## src/sv/sprite_frame_rect_generator_top_assert.svh

```systemverilog
// Assertion macros for the sprite frame rectangle generator.
`ifndef SPRITE_FRAME_RECT_GENERATOR_TOP_ASSERT_SVH
`define SPRITE_FRAME_RECT_GENERATOR_TOP_ASSERT_SVH

// Check that a condition implies another in the same cycle.
`define SFRG_ASSERT_SAME(label, clk_sig, rst_sig, ante, cons, msg) \
  label: assert property (@(posedge clk_sig) disable iff (rst_sig) (ante) |-> (cons)) \
    else $error(msg);

// Check that a condition implies another in the next cycle.
`define SFRG_ASSERT_NEXT(label, clk_sig, rst_sig, ante, cons, msg) \
  label: assert property (@(posedge clk_sig) disable iff (rst_sig) (ante) |=> (cons)) \
    else $error(msg);

`endif

```

## src/sv/sfrg_pkg.sv

```systemverilog
// Shared widths, limits and register codes of the sprite frame rectangle generator.
`default_nettype none

package sfrg_pkg;

  localparam int unsigned START_W    = 12;
  localparam int unsigned FRAMES_W   = 13;
  localparam int unsigned FTICKS_W   = 24;
  localparam int unsigned SIZE_W     = 12;
  localparam int unsigned PER_ROW_W  = 9;
  localparam int unsigned TICKS_W    = 8;
  localparam int unsigned ELAPSED_W  = 25;
  localparam int unsigned POS_W      = 12;
  localparam int unsigned SPRITE_W   = 13;
  localparam int unsigned LEFT_W     = 20;
  localparam int unsigned TOP_W      = 25;
  localparam int unsigned RWIDTH_W   = 13;
  localparam int unsigned COL_W      = 8;
  localparam int unsigned PADDR_W    = 5;
  localparam int unsigned PDATA_W    = 32;

  // Shared divider: 13-bit dividend and divisor, one quotient bit per cycle.
  localparam int unsigned DIV_W      = 13;
  localparam int unsigned DIV_CNT_W  = 4;

  localparam logic [FRAMES_W-1:0]  MAX_FRAMES  = FRAMES_W'(4096);
  localparam logic [PER_ROW_W-1:0] MAX_PER_ROW = PER_ROW_W'(256);
  localparam logic [ELAPSED_W-1:0] ELAPSED_MAX = '1;

  // Register indexes on the configuration port (byte address = 4 * index).
  localparam logic [2:0] REG_START_INDEX     = 3'd0;
  localparam logic [2:0] REG_FRAME_COUNT     = 3'd1;
  localparam logic [2:0] REG_FRAME_TICKS     = 3'd2;
  localparam logic [2:0] REG_SPRITE_WIDTH    = 3'd3;
  localparam logic [2:0] REG_SPRITE_HEIGHT   = 3'd4;
  localparam logic [2:0] REG_SPRITES_PER_ROW = 3'd5;
  localparam logic [2:0] REG_MIRROR          = 3'd6;
  localparam logic [2:0] REG_UNUSED          = 3'd7;

endpackage

`default_nettype wire

```

## src/sv/sprite_frame_rect_generator_top.sv

```systemverilog
// A tick transaction is accepted only in the idle state. On a frame advance the shared
// restoring divider first wraps the frame position modulo the frame count; on every
// transaction it splits the sprite index into row and column, then the products are scaled.
// A new transaction is taken while the previous result still waits in the output register.
// Reset (rst, synchronous, active high) restores the register defaults, clears timer,
// frame position and sprite index, and empties the output register.
`default_nettype none
`include "sprite_frame_rect_generator_top_assert.svh"

module sprite_frame_rect_generator_top (
  input  wire logic                               clk,
  input  wire logic                               rst,
  // configuration port
  input  wire logic                               psel,
  input  wire logic                               penable,
  input  wire logic                               pwrite,
  input  wire logic [sfrg_pkg::PADDR_W-1:0]       paddr,
  input  wire logic [sfrg_pkg::PDATA_W-1:0]       pwdata,
  output logic      [sfrg_pkg::PDATA_W-1:0]       prdata,
  output logic                                    pready,
  // tick input channel
  input  wire logic                               ticks_valid,
  output logic                                    ticks_ready,
  input  wire logic [sfrg_pkg::TICKS_W-1:0]       ticks,
  // rectangle output channel
  output logic                                    rect_valid,
  input  wire logic                               rect_ready,
  output logic        [sfrg_pkg::LEFT_W-1:0]      rect_left,
  output logic        [sfrg_pkg::TOP_W-1:0]       rect_top,
  output logic signed [sfrg_pkg::RWIDTH_W-1:0]    rect_width,
  output logic        [sfrg_pkg::SIZE_W-1:0]      rect_height,
  output logic        [sfrg_pkg::SPRITE_W-1:0]    current_sprite
);
  import sfrg_pkg::*;

  typedef enum logic [2:0] {
    S_IDLE,     // wait for a tick transaction
    S_DIV_POS,  // wrap the next frame position modulo the frame count
    S_DIV_SPR,  // split the sprite index into row and column
    S_MUL,      // scale row and column by the sprite size
    S_DONE      // hand the rectangle to the output register
  } state_t;

  state_t state;

  // Configuration registers
  logic [START_W-1:0]   anim_start;
  logic [FRAMES_W-1:0]  loop_frames;
  logic [FTICKS_W-1:0]  frame_ticks;
  logic [SIZE_W-1:0]    tile_w;
  logic [SIZE_W-1:0]    tile_h;
  logic [PER_ROW_W-1:0] sprites_per_row;
  logic                 mirror;

  // Animation state
  logic [ELAPSED_W-1:0] elapsed_ticks;
  logic [POS_W-1:0]     frame_position;
  logic [SPRITE_W-1:0]  sprite_index;

  // Shared divider: remainder, dividend shifting into quotient, divisor, step count
  logic [DIV_W-1:0]     div_rem;
  logic [DIV_W-1:0]     div_quo;
  logic [DIV_W-1:0]     div_den;
  logic [DIV_CNT_W-1:0] div_cnt;

  // Row/column and scaled products
  logic [COL_W-1:0]     col;
  logic [SPRITE_W-1:0]  row;
  logic [LEFT_W-1:0]    left_prod;
  logic [TOP_W-1:0]     top_prod;

  // Combinational helpers
  logic [DIV_W-1:0]     frames_eff;
  logic [DIV_W-1:0]     per_row_eff;
  logic [ELAPSED_W:0]   elapsed_sum;
  logic [ELAPSED_W-1:0] elapsed_sat;
  logic                 advance;
  logic [DIV_W-1:0]     div_trial;
  logic                 div_ge;
  logic [DIV_W-1:0]     div_rem_next;
  logic [DIV_W-1:0]     div_quo_next;
  logic                 div_last;
  logic [SPRITE_W-1:0]  sprite_next;
  logic [LEFT_W:0]      left_sum;
  logic [RWIDTH_W-1:0]  width_signed;
  logic                 cfg_wr;
  logic [2:0]           cfg_idx;
  logic                 in_take;

  assign pready      = 1'b1;
  assign ticks_ready = (state == S_IDLE);
  assign in_take     = ticks_valid && ticks_ready;
  assign cfg_idx     = paddr[PADDR_W-1:2];
  assign cfg_wr      = psel && penable && pwrite && pready;

  always_comb begin
    // Clamp frame count to 1..4096 and sprites per row to 1..256
    priority if (loop_frames == '0) begin
      frames_eff = DIV_W'(1);
    end else if (loop_frames > MAX_FRAMES) begin
      frames_eff = DIV_W'(MAX_FRAMES);
    end else begin
      frames_eff = DIV_W'(loop_frames);
    end

    priority if (sprites_per_row == '0) begin
      per_row_eff = DIV_W'(1);
    end else if (sprites_per_row > MAX_PER_ROW) begin
      per_row_eff = DIV_W'(MAX_PER_ROW);
    end else begin
      per_row_eff = DIV_W'(sprites_per_row);
    end

    // Saturating timer update and frame advance test
    elapsed_sum = {1'b0, elapsed_ticks} + (ELAPSED_W+1)'(ticks);
    elapsed_sat = elapsed_sum[ELAPSED_W] ? ELAPSED_MAX : elapsed_sum[ELAPSED_W-1:0];
    advance     = elapsed_sat > ELAPSED_W'(frame_ticks);

    // One restoring division step; remainder stays below divisor so no top bit is lost
    div_trial    = {div_rem[DIV_W-2:0], div_quo[DIV_W-1]};
    div_ge       = div_trial >= div_den;
    div_rem_next = div_ge ? (div_trial - div_den) : div_trial;
    div_quo_next = {div_quo[DIV_W-2:0], div_ge};
    div_last     = (div_cnt == '0);

    sprite_next  = SPRITE_W'(anim_start) + SPRITE_W'(div_rem_next[POS_W-1:0]);

    // Mirrored sprites start one width further right and carry a negative width
    left_sum     = {1'b0, left_prod} + (LEFT_W+1)'(mirror ? tile_w : '0);
    width_signed = mirror ? (RWIDTH_W'(0) - RWIDTH_W'(tile_w))
                          : RWIDTH_W'(tile_w);
  end

  // Register read-back
  always_comb begin
    unique case (cfg_idx)
      REG_START_INDEX:     prdata = PDATA_W'(anim_start);
      REG_FRAME_COUNT:     prdata = PDATA_W'(loop_frames);
      REG_FRAME_TICKS:     prdata = PDATA_W'(frame_ticks);
      REG_SPRITE_WIDTH:    prdata = PDATA_W'(tile_w);
      REG_SPRITE_HEIGHT:   prdata = PDATA_W'(tile_h);
      REG_SPRITES_PER_ROW: prdata = PDATA_W'(sprites_per_row);
      REG_MIRROR:          prdata = PDATA_W'(mirror);
      REG_UNUSED:          prdata = '0;
      default:             prdata = '0;
    endcase
  end

  always_ff @(posedge clk) begin
    if (rst) begin
      state           <= S_IDLE;
      rect_valid      <= 1'b0;
      anim_start      <= '0;
      loop_frames     <= FRAMES_W'(1);
      frame_ticks     <= '0;
      tile_w          <= SIZE_W'(1);
      tile_h          <= SIZE_W'(1);
      sprites_per_row <= PER_ROW_W'(1);
      mirror          <= 1'b0;
      elapsed_ticks   <= '0;
      frame_position  <= '0;
      sprite_index    <= '0;
      div_cnt         <= '0;
    end else begin
      // Drop the result once the consumer has taken it, unless a new one replaces it
      if (rect_valid && rect_ready && (state != S_DONE)) begin
        rect_valid <= 1'b0;
      end

      unique case (state)
        S_IDLE: begin
          if (in_take) begin
            div_rem <= '0;
            div_cnt <= DIV_CNT_W'(DIV_W - 1);
            if (advance) begin
              // Wrap position + 1 modulo the frame count; ticks of this transaction are lost
              elapsed_ticks <= '0;
              div_quo       <= DIV_W'(frame_position) + DIV_W'(1);
              div_den       <= frames_eff;
              state         <= S_DIV_POS;
            end else begin
              elapsed_ticks <= elapsed_sat;
              div_quo       <= DIV_W'(sprite_index);
              div_den       <= per_row_eff;
              state         <= S_DIV_SPR;
            end
          end
        end

        S_DIV_POS: begin
          if (div_last) begin
            frame_position <= div_rem_next[POS_W-1:0];
            sprite_index   <= sprite_next;
            // Reuse the divider for the row/column split of the new sprite
            div_rem        <= '0;
            div_quo        <= DIV_W'(sprite_next);
            div_den        <= per_row_eff;
            div_cnt        <= DIV_CNT_W'(DIV_W - 1);
            state          <= S_DIV_SPR;
          end else begin
            div_rem <= div_rem_next;
            div_quo <= div_quo_next;
            div_cnt <= div_cnt - DIV_CNT_W'(1);
          end
        end

        S_DIV_SPR: begin
          if (div_last) begin
            col   <= div_rem_next[COL_W-1:0];
            row   <= SPRITE_W'(div_quo_next);
            state <= S_MUL;
          end else begin
            div_rem <= div_rem_next;
            div_quo <= div_quo_next;
            div_cnt <= div_cnt - DIV_CNT_W'(1);
          end
        end

        S_MUL: begin
          left_prod <= LEFT_W'(col) * LEFT_W'(tile_w);
          top_prod  <= TOP_W'(row) * TOP_W'(tile_h);
          state     <= S_DONE;
        end

        S_DONE: begin
          // Hold until the output register is free
          if (!rect_valid || rect_ready) begin
            rect_left      <= left_sum[LEFT_W-1:0];
            rect_top       <= top_prod;
            rect_width     <= width_signed;
            rect_height    <= tile_h;
            current_sprite <= sprite_index;
            rect_valid     <= 1'b1;
            state          <= S_IDLE;
          end
        end

        default: begin
          state <= S_IDLE;
        end
      endcase

      // Configuration writes must arrive only while the block is idle; the block itself does not enforce this
      if (cfg_wr) begin
        unique case (cfg_idx)
          REG_START_INDEX: begin
            anim_start     <= pwdata[START_W-1:0];
            sprite_index   <= SPRITE_W'(pwdata[START_W-1:0]);
            frame_position <= '0;
            elapsed_ticks  <= '0;
          end
          REG_FRAME_COUNT:     loop_frames     <= pwdata[FRAMES_W-1:0];
          REG_FRAME_TICKS:     frame_ticks     <= pwdata[FTICKS_W-1:0];
          REG_SPRITE_WIDTH:    tile_w          <= pwdata[SIZE_W-1:0];
          REG_SPRITE_HEIGHT:   tile_h          <= pwdata[SIZE_W-1:0];
          REG_SPRITES_PER_ROW: sprites_per_row <= pwdata[PER_ROW_W-1:0];
          REG_MIRROR:          mirror          <= pwdata[0];
          REG_UNUSED: begin
          end
          default: begin
          end
        endcase
      end
    end
  end

  // Divider remainder must stay below the divisor while iterating
  `SFRG_ASSERT_SAME(a_div_rem_bound, clk, rst,
    (state == S_DIV_POS || state == S_DIV_SPR), (div_rem < div_den),
    "divider remainder reached divisor")
  // An accepted transaction always starts a division
  `SFRG_ASSERT_NEXT(a_accept_to_div, clk, rst,
    in_take, (state == S_DIV_POS || state == S_DIV_SPR),
    "accepted transaction did not start the divider")
  // A wrapped frame position lies inside the frame count
  `SFRG_ASSERT_SAME(a_pos_in_range, clk, rst,
    (state == S_DIV_SPR && $past(state) == S_DIV_POS),
    (DIV_W'(frame_position) < frames_eff), "frame position outside frame count")
  // A fresh result reports the sprite index it was computed from
  `SFRG_ASSERT_SAME(a_sprite_match, clk, rst,
    $rose(rect_valid), (current_sprite == sprite_index),
    "result sprite differs from state")

endmodule

`default_nettype wire

```

## config.mk

```make
export PLATFORM = sky130hd
export DESIGN_NAME = sprite_frame_rect_generator_top
export DESIGN_NICKNAME = d
export VERILOG_FILES = /design/src/sv/sfrg_pkg.sv /design/src/sv/sprite_frame_rect_generator_top.sv
export VERILOG_INCLUDE_DIRS = /design/src /design/src/sv
export SDC_FILE = /design/constraint.sdc
export NUM_CORES = 1
export LEC_CHECK = 0
export ABC_AREA = 1
export BUFFER_PORTS_ARGS = -buffer_cell sky130_fd_sc_hd__buf_2
export CAP_MARGIN = 20
export CORE_UTILIZATION = 60
export DETAILED_ROUTE_END_ITERATION = 12
export PLACE_DENSITY = 0.79
export SYNTH_ARGS = -nofsm -noshare
export SYNTH_HDL_FRONTEND = slang
export SYNTH_SLANG_ARGS = --single-unit
```

## constraint.sdc

```tcl
create_clock -name clk -period 18.5 [get_ports clk]
set_clock_uncertainty 0.2 [all_clocks]
set_input_delay 0.925 -clock clk [delete_from_list [all_inputs] [get_ports clk]]
set_output_delay 0.925 -clock clk [all_outputs]
set_load 0.005 [all_outputs]
```

# Yosys cells after proc, flatten, opt, wreduce, memory -nomap -nowiden
# Cells that the tools add are included.
[totals]
ff_bits = 328
latch_bits = 0
ram_bits = 0
romBits = 0
in_bits = 52
out_inout_bits = 118
word_cells = 133
mem_count = 0
[op_classes]
addsub = 7
mul = 2
div = 0
magnitude_cmp = 4
n_eq_ne = 17
shift = 0
mux = 48
n_bitwise = 1
reduce_logical = 28
[op_table]
columns = ["op", "n"]
rows = [
  ["$pmux 32 s8", 1],
  ["$mux 13", 13],
  ["$mux 25", 6],
  ["$mux 12", 10],
  ["$pmux 13 s3", 1],
  ["$pmux 12 s3", 1],
  ["$add 25x8->26", 1],
  ["$pmux 13 s2", 1],
  ["$gt 25x24->1", 1],
  ["$mul 13x12->25", 1],
  ["$add 20x12->20", 1],
  ["$mul 8x12->20", 1],
  ["$mux 9", 2],
  ["$reduce_and 2->1", 8],
  ["$eq 3x3->1 const B", 5],
  ["$pmux 3 s5", 1],
  ["$add 12x1->13 const B", 1],
  ["$add 12x12->13", 1],
  ["$ge 13x13->1", 1],
  ["$gt 13x13->1 const B", 1],
  ["$logic_not 13->1", 1],
  ["$sub 1x12->13 const A", 1],
  ["$eq 3x2->1 const B", 4],
  ["$mux 3", 4],
  ["22 further kinds", 39],
]

# Logic depth before layout (Yosys ltp)
[depth]
depth_word = 8
ltp_mapped = 27
mapped_depth_nobuf = 27

# Worst setup path after synthesis
# Ideal clock, no wire load.
[synth_timing]
kind = "input to register"
startpoint = "input port rst"
endpoint = "register current_sprite[0] (netlist name) (enable)"
setup_time_ns = 0.643
arrival_ns = 7.214
required_time_ns = 17.657
path_slack_ns = 10.442
stages = 2
path_buffers = 1
cell_sequence = "clkbuf_1 -> nor3b_1"
[synth_between]
elab_chain_len = 2
[synth_rtl]
columns = ["item", "line", "text"]
rows = [
  ["from (decl)", "sprite_frame_rect_generator_top.sv:12", "input wire logic rst,"],
  ["$not 1->1 (no line)", "--", ""],
  ["$reduce_and 3->1 (no line)", "--", ""],
  ["to (signal assigned)", "sprite_frame_rect_generator_top.sv:232", "current_sprite <= sprite_index;"],
  ["to (decl)", "sprite_frame_rect_generator_top.sv:32", "output logic [sfrg_pkg::SPRITE_W-1:0] current_sprite"],
]
# No other way between the ends.
# A chain may end at the register's enable or synchronous reset.

# Worst setup path after layout
[layout_timing]
startpoint = "register tile_h[3]"
endpoint = "register top_prod[19] (data pin)"
[layout_between]
elab_chain_len = 1
[layout_rtl]
columns = ["item", "line", "text"]
rows = [
  ["from (decl)", "sprite_frame_rect_generator_top.sv:51", "logic [SIZE_W-1:0] tile_h;"],
  ["from (signal assigned)", "sprite_frame_rect_generator_top.sv:255", "REG_SPRITE_HEIGHT: tile_h <= pwdata[SIZE_W-1:0];"],
  ["$mul 13x12->25", "sprite_frame_rect_generator_top.sv:221", "top_prod <= TOP_W'(row) * TOP_W'(tile_h);"],
  ["to (signal assigned)", "sprite_frame_rect_generator_top.sv:221", ""],
  ["to (decl)", "sprite_frame_rect_generator_top.sv:70", "logic [TOP_W-1:0] top_prod;"],
]
# No other way between the ends.

==> metrics.md <==
| Metric | Value |
|---|---|
| Die Span X | 203.9 um |
| Post-synth EDFFs | approximately 190 |
| Fin Setup TNS | 0 ps |
| Skew-Pair Late Insertion Delay | 560 ps |
| # setup viols final | 0 |
| R2r setup slk | 12520 ps |
| Initial antenna violation count | 0 |
| Post-route ant nets | 0 |
| Maximum VDD drop | 0.08681 mV |
| Mapped Area | 24470 sq um |
| Io pins | 170 |
| Clock share of power | 31.0% |
| Cell mode on critical path | fa_1 |
| Register area share after synthesis | 34.49% |
| Post-cts resize count | 0 |
| YS warnings | 0 |
| Critical Path End Type | flop |
| NetSw | ~0.85 mW |
| Crit path time final | 5983 ps |
| Gr usage total | 31.16% |
| CTS tree | yes |
| H-tree levels | 2 |
| Via count | 20040 |
| Unrepaired setup endpoints after global routing | false |
| Slowest stage delay, CP | 790 ps |
| Post-synth ARST share | 0% |
| Max-cap check violation count | 0 |
| Routed WL per cell | 17.62 um |
| Initial DRC count | 1396 |
| CP max stage cell | dfxtp_1 |
| Area of the die | between 40000 and 50000 sq um |
| Core Box Area | 40010 sq um |
| Worst Path Arrival | 6070 ps |
| Post-DP HPWL | about 48000 um |
| Main synth FF type | edfxtp_1 |
| Worst setup SP type | flop |
| Sw Ratio | 36.01% |
| Synth top area share | 22.95% |
| Final net count | 3437 |
| Area after DPL | between 20000 and 30000 sq um |
| Hold Path Class | flop to flop |
| Post-synth top area cell | edfxtp_1 |
| Postcts setup bufs | 0 |
| Most common cell after layout, fill and taps aside | nand2_1 |
| Comb pwr share | 29.4% |
| Total global routing overflow | 0 |
| Placer Congestion | 0.9656 |
| DR DRC count | 0 |
| Req. time, crit path | 18590 ps |
| Worst path cell trace | nand2_1 -> fa_1 -> fa_1 -> inv_1 -> fa_1 -> fa_1 -> inv_1 -> fa_1 -> inv_1 -> ha_1 -> nand2_1 -> nor4_1 -> a21oi_1 -> o21ai_0 -> nand2_1 -> nand2_1 -> xor2_1 |
| # hold bufs at CTS | 0 |
| CTS buffer count | 36 |
| Finished layout cell area | 26820 sq um |
| Row cnt | 73 |
| Initial Util | 61.16% |
| Clock Root Buffer | clkbuf_16 |
| Status | finished, final reports clean |
| Vias per cell | 5.583 |
| Crit-path max FO | 16 |
| Area Overhead vs Synth | 9.608% |
| Die height | 203.9 um |
| Clock buffer depth | 3 |
| Fmax | ~170 MHz |
| Worst slew margin | between 20% and 30% |
| Overall power | 2.372 mW |
| Final hold viol count | 0 |
| Commonest cells after routing, fill and taps aside | nand2_1 (666), inv_1 (547), edfxtp_1 (187) |
| Drt first pass iters | 6 |
| Cells after Synth | 2933 |
| Synth area leaders | edfxtp_1 (23%), fa_1 (14%), dfxtp_1 (12%) |
| Largest net degree at the start of global routing | 84 |
| Diodes inserted | 0 |
| Ratio of final minimum period to clock period | 32.34% |
| Int Pwr | 1.518 mW |
| Total Wirelength | around 63000 um |
| Synthesis-stage register bit count | 328 |
| CP top delay family | adder cells |
| Post-synthesis cell type count | 58 |
| First-pass GRT wire length | between 100000 and 150000 um |
| Power per Cell Area | around 90 nW/um^2 |
| Sequential Power Share | approximately 40% |
| Vias in the first global route | 20080 |
| CTS clk-pin slew, worst paths | 60 ps |
| # port buffers | 150 |
| Layout cell share with drive strength beyond 1 | 10.08% |
| CP Buf/Inv Count | 3 |
| Path type of the worst setup path | flop to flop |
| Leakage | 13.36 nW |
| # clock sinks | 328 |
| Synth Area per Inst | 8.342 sq um |
| Slew at the pin closest to its max-slew limit | roughly 1100 ps |
| Max-slew violations | 0 |
[synth_stat cells (7+ instances only)]
library cell	instances
or2_2	14
ha_1	175
dfxtp_1	141
nand2_2	26
xor2_1	61
buf_1	10
a21o_1	8
nand2_1	666
a31oi_1	8
o21ai_0	153
a21oi_1	180
o22ai_1	12
a21oi_2	22
clkbuf_1	81
fa_1	174
nand3_1	106
edfxtp_1	187
o21bai_1	7
buf_4	11
nor4_1	15
nor2_1	159
o2111ai_1	12
inv_1	548
nand4_1	30
nor3_1	38
xnor2_1	26
[cell families (layout without fill, tap and decap cells)]
logic type / after synthesis / in the layout / share of synthesized area, %
AO/OA/AOI/OAI: 430 / 430 / 9.905
XOR/XNOR: 87 / 87 / 3.114
adder cells (fa/ha/maj): 349 / 349 / 23.18
buffers and inverters: 658 / 782 / 10.44
flip-flops: 328 / 328 / 34.49
other: 2 / 9 / 0.03069
AND/OR/NAND/NOR: 1079 / 1079 / 18.84
[worst paths after layout]
path                 from      endpoint  cells past startpoint
min reg2reg  top_prod[23]  rect_top[23]                      0
max             tile_h[3]  top_prod[19]                     17
max reg2reg     tile_h[3]  top_prod[19]                     17
min          top_prod[23]  rect_top[23]                      0
[power groups by stage]
stage	combinational, mW	sequential, mW	clock [mW]
after CTS	0.680	0.936	0.745
after detailed placement	0.674	0.952	0
after global routing	0.784	0.943	0.769
after global placement	0.654	0.948	0
after floorplan	0.526	0.913	0
final	0.698	0.939	0.736
[flip-flops by register name, indices dropped and copies added, names as in the netlist, 13 cells and up]
name / cells
elapsed_ticks: 25
rect_top: 25
top_prod: 25
frame_ticks: 24
left_prod: 20
rect_left: 20
current_sprite: 13
div_den: 13
div_quo: 13
loop_frames: 13
rect_width: 13
row: 13
sprite_index: 13
[worst reg2reg max path, stage by stage, from the launching register on]
cell and delay, ps:
dfxtp_1 790, nand2_1 170, fa_1 570, fa_1 530, inv_1 60, fa_1 530
fa_1 500, inv_1 50, fa_1 470, inv_1 40, ha_1 360, nand2_1 150
nor4_1 490, a21oi_1 170, o21ai_0 380, nand2_1 100, nand2_1 100, xor2_1 70
[stage by stage]
stage,utilization [%],cells,setup slack [ps],hold WS (ps)
3_3_place_gp,63.81,3519,12750,202.6
3_5_place_dp,63.81,3519,12610,204.5
2_1_floorplan,-,2940,10440,200.3
4_1_cts,66.79,3585,12590,217.9
5_1_grt,67.04,3589,12240,226.2
6_report,67.04,3589,12520,213.4
[layout make-up]
type,count,area (sq um)
Fill cell,3305,13190
Timing Repair Buffer,165,930.9
Inverter,551,2069
Multi-Input combinational cell,1954,13530
Clock inverter,21,209.0
Tap cell,525,656.9
Sequential cell,328,8438
Clock buffer,45,987.2
[per-layer routing]
| metal | wire length [um] | up-vias | global-route usage (%) |
|---|---|---|---|
| met1 | 26120 | 9502 | 40.43 |
| met3 | 4966 | 156 | 4.815 |
| li1 | - | 9556 | - |
| met4 | 2344 | 0 | 13.33 |
| met2 | 29800 | 822 | 51.87 |
| met5 | 0 | - | 0 |
Note: power is estimated with default switching activity, not from simulation.
